<file path="src/rtl/svm_pkg.sv">
// shared types and constants for the stack machine execute core
// opcode, status and state encodings, controller/datapath handshake structs
// no dependencies
package svm_pkg;

	localparam int MEM_WORDS = 4096;
	localparam int MEM_AW = $clog2(MEM_WORDS);
	localparam logic [16:0] MEM_BYTES = 17'(MEM_WORDS * 8);
	localparam int CODE_AW = 16;
	localparam int SP_W = 16;
	localparam int WORD_W = 64;
	localparam int S_TDATA_W = 72;
	localparam int M_TDATA_W = 168;

	typedef enum logic [5:0] {
		OP_LEA = 6'd0, OP_IMM, OP_JMP, OP_CALL, OP_JZ, OP_JNZ, OP_ENT, OP_ADJ,
		OP_LEV, OP_LI, OP_LC, OP_SI, OP_SC, OP_PUSH, OP_OR, OP_XOR, OP_AND,
		OP_EQ, OP_NE, OP_LT, OP_GT, OP_LE, OP_GE, OP_SHL, OP_SHR, OP_ADD,
		OP_SUB, OP_MUL, OP_DIV, OP_MOD, OP_OPEN, OP_READ, OP_CLOS, OP_PRTF,
		OP_MALC, OP_MSET, OP_MCMP, OP_EXIT
	} op_t;

	typedef enum logic [2:0] {
		STS_OK = 3'd0, STS_HALT, STS_BADOP, STS_DIVZ, STS_BADADDR, STS_HOST
	} status_t;

	typedef enum logic [1:0] {MD_MUL, MD_DIV, MD_MOD} md_kind_t;

	typedef enum logic [2:0] {
		S_CLEAR, S_IDLE, S_RD1, S_RD2, S_EXEC, S_MD, S_WB
	} fsm_t;

	typedef struct packed {
		logic clr;
		logic load;
		logic rd1;
		logic rd2;
		logic exec;
		logic commit;
	} cmd_t;

	typedef struct packed {
		logic clr_last;
		logic use_md;
		logic md_done;
		logic out_free;
	} sts_t;

endpackage

</file>
<file path="src/rtl/svm_ctrl.sv">
// controller state machine for the execute core
// depends on svm_pkg
module svm_ctrl (
	input  logic          clk,
	input  logic          arst_n,
	input  logic          s_tvalid,
	output logic          s_tready,
	input  svm_pkg::sts_t sts,
	output svm_pkg::cmd_t cmd,
	output svm_pkg::fsm_t state
);
	import svm_pkg::*;

	fsm_t state_q, state_d;

	always_ff @(posedge clk or negedge arst_n) begin
		if (!arst_n) begin
			state_q <= S_CLEAR;
		end else begin
			state_q <= state_d;
		end
	end

	always_comb begin
		state_d = state_q;
		unique case (state_q)
			S_CLEAR: if (sts.clr_last) state_d = S_IDLE;
			S_IDLE:  if (s_tvalid) state_d = S_RD1;
			S_RD1:   state_d = S_RD2;
			S_RD2:   state_d = S_EXEC;
			S_EXEC:  state_d = sts.use_md ? S_MD : S_WB;
			S_MD:    if (sts.md_done) state_d = S_WB;
			S_WB:    if (sts.out_free) state_d = S_IDLE;
			default: state_d = S_CLEAR;
		endcase
	end

	always_comb begin
		cmd = '0;
		s_tready = 1'b0;
		unique case (state_q)
			S_CLEAR: cmd.clr = 1'b1;
			S_IDLE: begin
				s_tready = 1'b1;
				cmd.load = s_tvalid;
			end
			S_RD1:   cmd.rd1 = 1'b1;
			S_RD2:   cmd.rd2 = 1'b1;
			S_EXEC:  cmd.exec = 1'b1;
			S_WB:    cmd.commit = sts.out_free;
			default: cmd = '0;
		endcase
	end

	assign state = state_q;
endmodule

</file>
<file path="config.mk">
export PLATFORM = sky130hd
export DESIGN_NAME = svm_ctrl
export DESIGN_NICKNAME = d
export VERILOG_FILES = /design/src/rtl/svm_pkg.sv /design/src/rtl/svm_ctrl.sv
export SDC_FILE = /design/constraint.sdc
export NUM_CORES = 1
export LEC_CHECK = 0
export BUFFER_PORTS_ARGS = -buffer_cell sky130_fd_sc_hd__buf_2
export CORE_AREA = 2 2 39 41
export DETAILED_ROUTE_END_ITERATION = 10
export DIE_AREA = 0 0 41 43
export PLACE_DENSITY_LB_ADDON = 0.08
export SYNTH_ARGS = -nofsm -noshare
export SYNTH_HDL_FRONTEND = slang
export SYNTH_SLANG_ARGS = --single-unit
</file>
<file path="constraint.sdc">
create_clock -name clk -period 1.4 [get_ports clk]
set_input_delay 0.14 -clock clk [delete_from_list [all_inputs] [get_ports clk]]
set_output_delay 0.14 -clock clk [all_outputs]
set_load 0.02 [all_outputs]
</file>
After elaboration in Yosys (flattened, before gate mapping) --
Cells that the tools add are included.
Word-level totals: logic and storage cells 26, output and inout bits 10, flip-flop bits (word level) 3, bits of input ports 7
Cells by class: mux-type cells 13, eq/ne operators 10, reduce and logical (&&, ||, !) cells 2
Operators with widths (number):
- 3-bit one-hot mux with 7 select lines | 1
- 3-bit 2-to-1 mux | 4
- 3-bit == test, second input constant | 3
- 2-bit inequality test, second input constant | 4
- 1-bit 2-to-1 mux | 7
- 3-bit by 2-bit == test with 1-bit output, second input constant | 2
- 4-bit AND reduction | 1
- 3-bit by 1-bit == test with 1-bit output, second input constant | 1
- 3-bit zero test | 1
- 2-bit 2-to-1 mux | 1

Longest topological paths before layout --
Gate-level depths: netlist of run 1.
depth in word-level cells 3, gate-level depth with buffers 4, gate-level depth less buffers 3

Least setup slack after synthesis of run 1 --
OpenSTA, ideal clock, no wires.
path type register to output, from register state_q[2] (netlist: state[2]), to output port cmd[4] (netlist bit), stages on the path, launching flop included 4, data arrival time 1.517 ns, path buffers 1, required time 1.260 ns, setup slack -0.257 ns, path through dfrtp_1 > buf_6 > nor3b_1 > and2_1
RTL lines:
- start: declaration | RTL line svm_ctrl.sv:14 | fsm_t state_q, state_d;
- start signal: assignment | RTL line svm_ctrl.sv:20 | state_q <= state_d;
- end: declaration | RTL line svm_ctrl.sv:9 | output svm_pkg::cmd_t cmd,

==> run summary, run 1 <==
Outcome = finished clean
Dominant combinational cell family by area after synthesis = simple AND/OR/NAND/NOR gates
Internal power = 0.0005342 W
Final critical-path share of the clock period = 96.44%
Worst R2R Path Depth = 3
Number of flip-flops under the largest register name = 3
Combined area of all synthesized cells = 236.5 µm²
Clock-pin slew reported for the worst setup and hold paths after clock tree synthesis = 0.04 ns
Simple logic cell fraction of the synthesized area = 31.75%
Area growth syn-to-layout = 66.67%
Critical Path Sink = cmd[4]
R2R setup slack = 0.17 ns
Post-detail-place hpwl = 461.9 µm
Max transition margin = 85.25%
Endpoint kind of the worst setup timing path = primary output
Nets = 53
Number of buffers created by CTS = 3
Final total negative setup slack = 0 ns
GR Util All Layers = 7.638%
Ratio of routed vias to standard cells = 4.180
Via count of the first global-routing pass = 230
Type of the worst setup path = flop to primary output
Reg-to-Reg End = state[0]
Startpoint Class = flop
Die H = 43 µm
Initial detailed-routing violation count = 0
GRT overflow = 0
Post-Synth Adder-Cell Area = 0%
Weighted congestion reported at the end of routability-driven placement = 0.7369
Most crowded layer after global routing = met2
Data arrival, critical path = 1.21 ns
Ant diodes = 0
Number of core rows = 14
Core box area = 0.001384 mm²
Setup skew after layout = 0.0006048 ns
Number of antenna violations at the first check in global routing = 0
Final routed wirelength across all metal layers = 604 µm
Synth Instances = 25
Fraction of the yosys area taken by sequential cells = 31.75%
Residual DRC = 0
Insertion delay to the later sink of the worst-skew pair = 0.23 ns
Synth unique cells = 17
Register share of total power = 24.3%
Highest net fanout along the worst path = 5
Portion of total power attributed to combinational logic = 60.5%
Crit path required time = 1.26 ns
Maximum vdd drop = 0.0008869 V
Starting Density = 17.09%
Final number of hold-violating endpoints = 0
Max Cap Viol = 0
Width of the die = 41 µm
Number of clock sinks = 3
Clock Path Buffers = 2
Maximum level of the CTS H-tree = 1
Root buffer cell = sky130_fd_sc_hd__clkbuf_4
Worst flop-to-flop path startpoint = state[2]
Met3 usage = 1.571%
Top library cells by usage in the layout, fill and taps aside = sky130_fd_sc_hd__buf_2 (15), sky130_fd_sc_hd__nor3b_1 (4), sky130_fd_sc_hd__clkbuf_4 (3), sky130_fd_sc_hd__dfrtp_2 (3)
Number of flip-flops and latches in the synthesized netlist = 3
Tmin final = 1.350 ns
Switching power = 0.0004422 W
Launching instance or port of the critical path = state[2]
Sw frac = 45.29%
Mean routed wirelength per cell = 9.902 µm
TritonCTS clock tree = done
Die area = 0.001763 mm²
GR Util met1 = 8.387%
Count of input and output buffers = 16
Post-synthesis mux area share = 11.11%
Met2 track demand over resource = 10.94%
Via count = 255
Most common cell after layout, fill and taps aside = sky130_fd_sc_hd__buf_2
Maximum achievable frequency = 0.7406 GHz
Post-synthesis net count = 32
Maximum number of pins on one net before global-route repair = 14
Yosys synthesis warning count = 0
Cell leakage power = 0.1936 nW
Least-Margin Pin Slew = 0.2212 ns
Count of final max-slew check failures = 0
Clk network pwr share = 15.2%
Compound-Gate Fraction of Synth Area = 16.40%
Number of placed I/O pins = 17
Hold_ws = 0.2303 ns
Total power consumption of the routed design = 0.0009764 W
Power density over the cells = 2477 mW/mm²
Global-route wire length before repair = 876 µm
# setup viols final = 0
Unrepaired setup endpoints after global routing = true
Proportion of layout cells with a drive suffix above 1 = 66.67%
Router iterations before antenna repair = 1
Share of the synthesized netlist area taken by xor and xnor gates = 0%
Avg Inst Size Synth = 9.459 µm²
Class of the tightest hold or removal check = input port to async pin
Antenna-violating nets left = 0
==> power groups by stage <==
stage	logic (W)	registers [W]	clock network (W)
after floorplan	0.000421	0.000221	0
after global placement	0.000531	0.000246	0
after detailed placement	0.000532	0.000244	0
after CTS	0.000579	0.000235	0.000159
after global routing	0.000643	0.000252	0.000168
final	0.000590	0.000237	0.000149
==> metrics by stage <==
stage / cell area (µm²) / setup WS [ns] / cells / util [%]
after floorplan: 247.7 / -0.008738 / 25 / -
after global placement: 334.1 / 0.1713 / 55 / 24.14
after CTS: 384.1 / 0.01549 / 61 / 27.76
after detailed placement: 334.1 / 0.1659 / 55 / 24.14
after global routing: 394.1 / -0.02457 / 61 / 28.48
final: 394.1 / 0.04983 / 61 / 28.48
==> worst max-delay path, stage by stage (launching register included) <==
cell and delay [ns]:
sky130_fd_sc_hd__dfrtp_2 0.40, sky130_fd_sc_hd__buf_6 0.13, sky130_fd_sc_hd__nor3b_4 0.18, sky130_fd_sc_hd__and2_4 0.16, sky130_fd_sc_hd__buf_6 0.10
==> worst min-delay path by stage <==
stage / startpoint / to
after global placement: arst_n / state[2]
after CTS: arst_n / state[2]
after detailed placement: arst_n / state[2]
final: arst_n / state[1]
after floorplan: arst_n / state[0]
after global routing: arst_n / state[1]
==> cells in the mapped netlist <==
master                    count  area (µm²)
sky130_fd_sc_hd__o22ai_1      1       6.260
sky130_fd_sc_hd__and3b_2      1       10.01
sky130_fd_sc_hd__a21o_1       1       7.510
sky130_fd_sc_hd__nor3_1       1       5.000
sky130_fd_sc_hd__nor2b_1      1       6.260
sky130_fd_sc_hd__buf_6        1       11.26
sky130_fd_sc_hd__mux2_2       1       11.26
sky130_fd_sc_hd__nand2_2      1       6.260
sky130_fd_sc_hd__o21ai_0      2       10.01
sky130_fd_sc_hd__dfrtp_1      3       75.07
sky130_fd_sc_hd__mux2_4       1       15.01
sky130_fd_sc_hd__and2_1       1       6.260
sky130_fd_sc_hd__o311a_1      1       10.01
sky130_fd_sc_hd__nand2_1      1       3.750
sky130_fd_sc_hd__a21oi_1      1       5.000
sky130_fd_sc_hd__buf_2        2       10.01
sky130_fd_sc_hd__nor3b_1      5       37.54
==> area by class of cell <==
cell class              instances  area, µm²
clock buffers                   4      26.28
fillers                       157      989.7
multi-input cells              19      153.9
flip-flops and latches          3      78.83
well taps                      16      20.02
repair buffers                 19      115.1
==> logic make-up after synthesis <==
logic type | count (synthesis)
DFF | 3
and+or+nand+nor | 11
buffers and inverters | 3
muxes | 2
AOI/OAI and AO/OA | 6
==> per-layer routing <==
layer	vias up	share of wire, %
met5	-	0
met4	0	0
met3	0	7.1
met2	9	54
met1	116	38
li1	130	-
==> what timing repair did <==
item | 4_1_cts | 5_1_grt
setup buffers | 1 | 0
gates cloned | 0 | 0
gates resized for setup | 4 | 3
hold endpoints to repair | 3 | 0
hold buffers | 1 | 0
pin swaps | 0 | 2
setup endpoints to repair | 1 | 1
Note: power is estimated with default switching activity, not from simulation.
==> inputs of run 2 (changes only) <==
--- a/config.mk
+++ b/config.mk
@@ -5,6 +5,7 @@
 export SDC_FILE = /design/constraint.sdc
 export NUM_CORES = 1
 export LEC_CHECK = 0
+export ABC_AREA = 1
 export BUFFER_PORTS_ARGS = -buffer_cell sky130_fd_sc_hd__buf_2
 export CORE_AREA = 2 2 39 41
 export DETAILED_ROUTE_END_ITERATION = 10
==> run summary, run 2 <==
Count of filler cells inserted in the layout = 159 (+1.3%)
# setup viols final = 0 (unchanged)
Final critical-path share of the clock period = 95.69% (-0.75 points)
Number of flops mapped to enable cells by yosys = 0 (unchanged)
Insertion delay to the later sink of the worst-skew pair = 0.23 ns (about the same)
Maximum achievable frequency = 0.7465 GHz (+0.79%)
Number of antenna violations at the first check in global routing = 0 (unchanged)
Max transition margin = 85.18% (about the same)
Maximum vdd drop = 0.0007778 V (-12%)
GR Util All Layers = 10.46% (+2.8 points)
Power density over the cells = 2477 mW/mm² (about the same)
Routed met1 length = 317 µm (+37%)
Placed inst area = 390.4 µm² (+17%)
Nets = 81 (+53%)
Launching instance or port of the critical path = state[1]
Final routed wirelength across all metal layers = 757 µm (+25%)
Footprint of the multi-input gates = 175.2 µm² (+14%)
Number of core rows = 14 (unchanged)
Outcome = finished clean
Global-route wire length before repair = 1235 µm (+41%)
Die area = 0.001763 mm² (unchanged)
Crit path setup slack, layout = 0.06036 ns (+0.01053 ns)
Routed wire length on met2 = 418 µm (+27%)
Maximum level of the CTS H-tree = 1 (unchanged)
Combined area of all synthesized cells = 290.3 µm² (+23%)
Post-detail-place hpwl = 597.2 µm (+29%)
Clock Path Buffers = 2 (unchanged)
Highest net fanout along the worst path = 6 (+1)
Initial detailed-routing violation count = 4 (+4)
Core box area = 0.001384 mm² (unchanged)
Endpoint kind of the worst setup timing path = primary output
Synth area leader = sky130_fd_sc_hd__dfrtp_1
Leading post-synthesis cells by cell area = sky130_fd_sc_hd__dfrtp_1 (26%), sky130_fd_sc_hd__nand3_2 (14%), sky130_fd_sc_hd__inv_1 (10%)
Mean routed wirelength per cell = 8.506 µm (-14%)
Residual DRC = 0 (unchanged)
Synth Instances = 47 (+88%)
Post-synth top flop = sky130_fd_sc_hd__dfrtp_1
Max Cap Viol = 0 (unchanged)
Number of placed I/O pins = 17 (unchanged)
Top cells by count, synth = sky130_fd_sc_hd__inv_1 (8), sky130_fd_sc_hd__nand2_1 (8), sky130_fd_sc_hd__nor2_1 (8), sky130_fd_sc_hd__inv_2 (4), sky130_fd_sc_hd__nand3_2 (4)
Clock-pin slew reported for the worst setup and hold paths after clock tree synthesis = 0.04 ns (about the same)
Area growth syn-to-layout = 63.79%
Ant diodes = 0 (unchanged)
Final total negative setup slack = 0 ns (unchanged)
Number of flip-flops under the largest register name = 3 (unchanged)
Worst flop-to-flop path startpoint = state[0]
Worst setup slack after placement = 0.1933 ns (+0.02746 ns)
Final number of hold-violating endpoints = 0 (unchanged)
Tmin final = 1.340 ns (-0.01053 ns)
Data arrival, critical path = 1.20 ns (about the same)
Type of the worst setup path = flop to primary output
Post-synthesis net count = 54 (+69%)
Area used by sequential logic in the layout = 78.83 µm² (unchanged)
Antenna-violating nets left = 0 (unchanged)
Wire length on met3 = 21 µm (-51%)
Cell leakage power = 0.3047 nW (+57%)
Number of clock sinks = 3 (unchanged)
Number of buffers created by CTS = 3 (unchanged)
GRT overflow = 0 (unchanged)
Die H = 43 µm (unchanged)
Via count of the first global-routing pass = 324 (+41%)
Avg Inst Size Synth = 6.176 µm² (-35%)
Startpoint Class = flop
Count of final max-slew check failures = 0 (unchanged)
Unrepaired setup endpoints after global routing = true
Synth unique cells = 13 (-4)
Maximum number of pins on one net before global-route repair = 9 (-5)
Root buffer cell = sky130_fd_sc_hd__clkbuf_4
Count of input and output buffers = 16 (unchanged)
Ratio of routed vias to standard cells = 4.135 (-1.1%)
FFs w/ async S/R, synth = 100.0% (unchanged)
Starting Density = 20.98% (+3.9 points)
TritonCTS clock tree = done
Number of flip-flops and latches in the synthesized netlist = 3 (unchanged)
Class of the tightest hold or removal check = input port to async pin
Setup skew after layout = 0.00003822 ns (-0.0005666 ns)
Proportion of layout cells with a drive suffix above 1 = 52.05% (-15 points)
Fraction of the yosys area taken by sequential cells = 25.86% (-5.9 points)
Layout Cell Area excl Fill = 475.5 µm² (+21%)
Max Used Layer = met3
Yosys synthesis warning count = 0 (unchanged)
Least-Margin Pin Slew = 0.2200 ns (-0.001153 ns)
Weighted congestion reported at the end of routability-driven placement = 0.7177 (-2.6%)
Post-synth top area share = 25.86% (-5.9 points)
Most common cell after layout, fill and taps aside = sky130_fd_sc_hd__buf_2
Top library cells by usage in the layout, fill and taps aside = sky130_fd_sc_hd__buf_2 (15), sky130_fd_sc_hd__nand2_1 (8), sky130_fd_sc_hd__nor2_1 (8), sky130_fd_sc_hd__inv_1 (8), sky130_fd_sc_hd__buf_4 (6)
Crit path required time = 1.26 ns (about the same)
Via count = 368 (+44%)
Width of the die = 41 µm (unchanged)
Router iterations before antenna repair = 3 (+2)
Hold_ws = 0.2360 ns (+0.005715 ns)
[run 2: cell types whose count changed in the layout (fill, tap and decap cells not counted), moves of 2 or more]
cell / previous run / this run
sky130_fd_sc_hd__nor3b_1: 4 / 0
sky130_fd_sc_hd__buf_4: 1 / 6
sky130_fd_sc_hd__nand3_2: 0 / 4
sky130_fd_sc_hd__nand2_1: 1 / 8
sky130_fd_sc_hd__buf_6: 2 / 0
sky130_fd_sc_hd__o21bai_1: 0 / 2
sky130_fd_sc_hd__nor2_1: 0 / 8
sky130_fd_sc_hd__inv_2: 0 / 4
sky130_fd_sc_hd__nand3_1: 0 / 2
sky130_fd_sc_hd__inv_1: 0 / 8
[run 2: worst max-delay path, cell delays in order (launching register included)]
cell and delay [ns]:
sky130_fd_sc_hd__dfrtp_2 0.45, sky130_fd_sc_hd__buf_4 0.15, sky130_fd_sc_hd__nor3_1 0.17, sky130_fd_sc_hd__buf_2 0.19
[run 2: final timing paths]
path                             to  slack [ns]  depth (start not counted)
setup reg to reg           state[2]        0.19                          7
hold / removal             state[2]        0.24                          2
setup / recovery             cmd[5]        0.06                          3
min in group clk           state[1]        0.24                          4
hold reg to reg            state[1]        0.70                          2
max in group asynchronous  state[1]        1.05                          2
[run 2: metal layers]
metal,vias up,global-route usage (%)
met5,-,0
met4,0,8.000
met3,0,3.141
met2,5,14.69
met1,165,12.62
li1,198,-
[run 2: logic make-up (layout without fill, tap and decap cells)]
group / count (synthesis) / in the layout / synth area share [%]
and+or+nand+nor: 28 / 28 / 50.00
DFF: 3 / 3 / 25.86
AOI/OAI and AO/OA: 4 / 4 / 8.619
buffers and inverters: 12 / 38 / 15.52
[run 2: layout make-up]
type	count	share of cell area, %
well taps	16	4.211
repair buffers	22	27.37
flip-flops and latches	3	16.58
multi-input cells	32	36.84
inverters	12	9.474
clock buffers	4	5.526
[run 2: power by group]
group | internal (W) | switching, W
combinational | 0.000323 | 0.000460
sequential | 0.000142 | 0.000103
clock | 0.000107 | 0.0000435
[run 2: per-stage QoR]
step           cells  total power (W)  util (%)
3_3_place_gp      79        0.0009284     28.21
5_1_grt           89         0.001302     34.36
4_1_cts           84         0.001100     31.37
3_5_place_dp      79        0.0009140     28.21
2_1_floorplan     47        0.0007083         -
6_report          89         0.001178     34.36
[run 2: repair_timing]
action	4_1_cts	5_1_grt
setup buffers	0	5
hold endpoints to repair	3	0
gates resized for setup	3	2
hold buffers	1	0
endpoints found under the setup margin	2	4
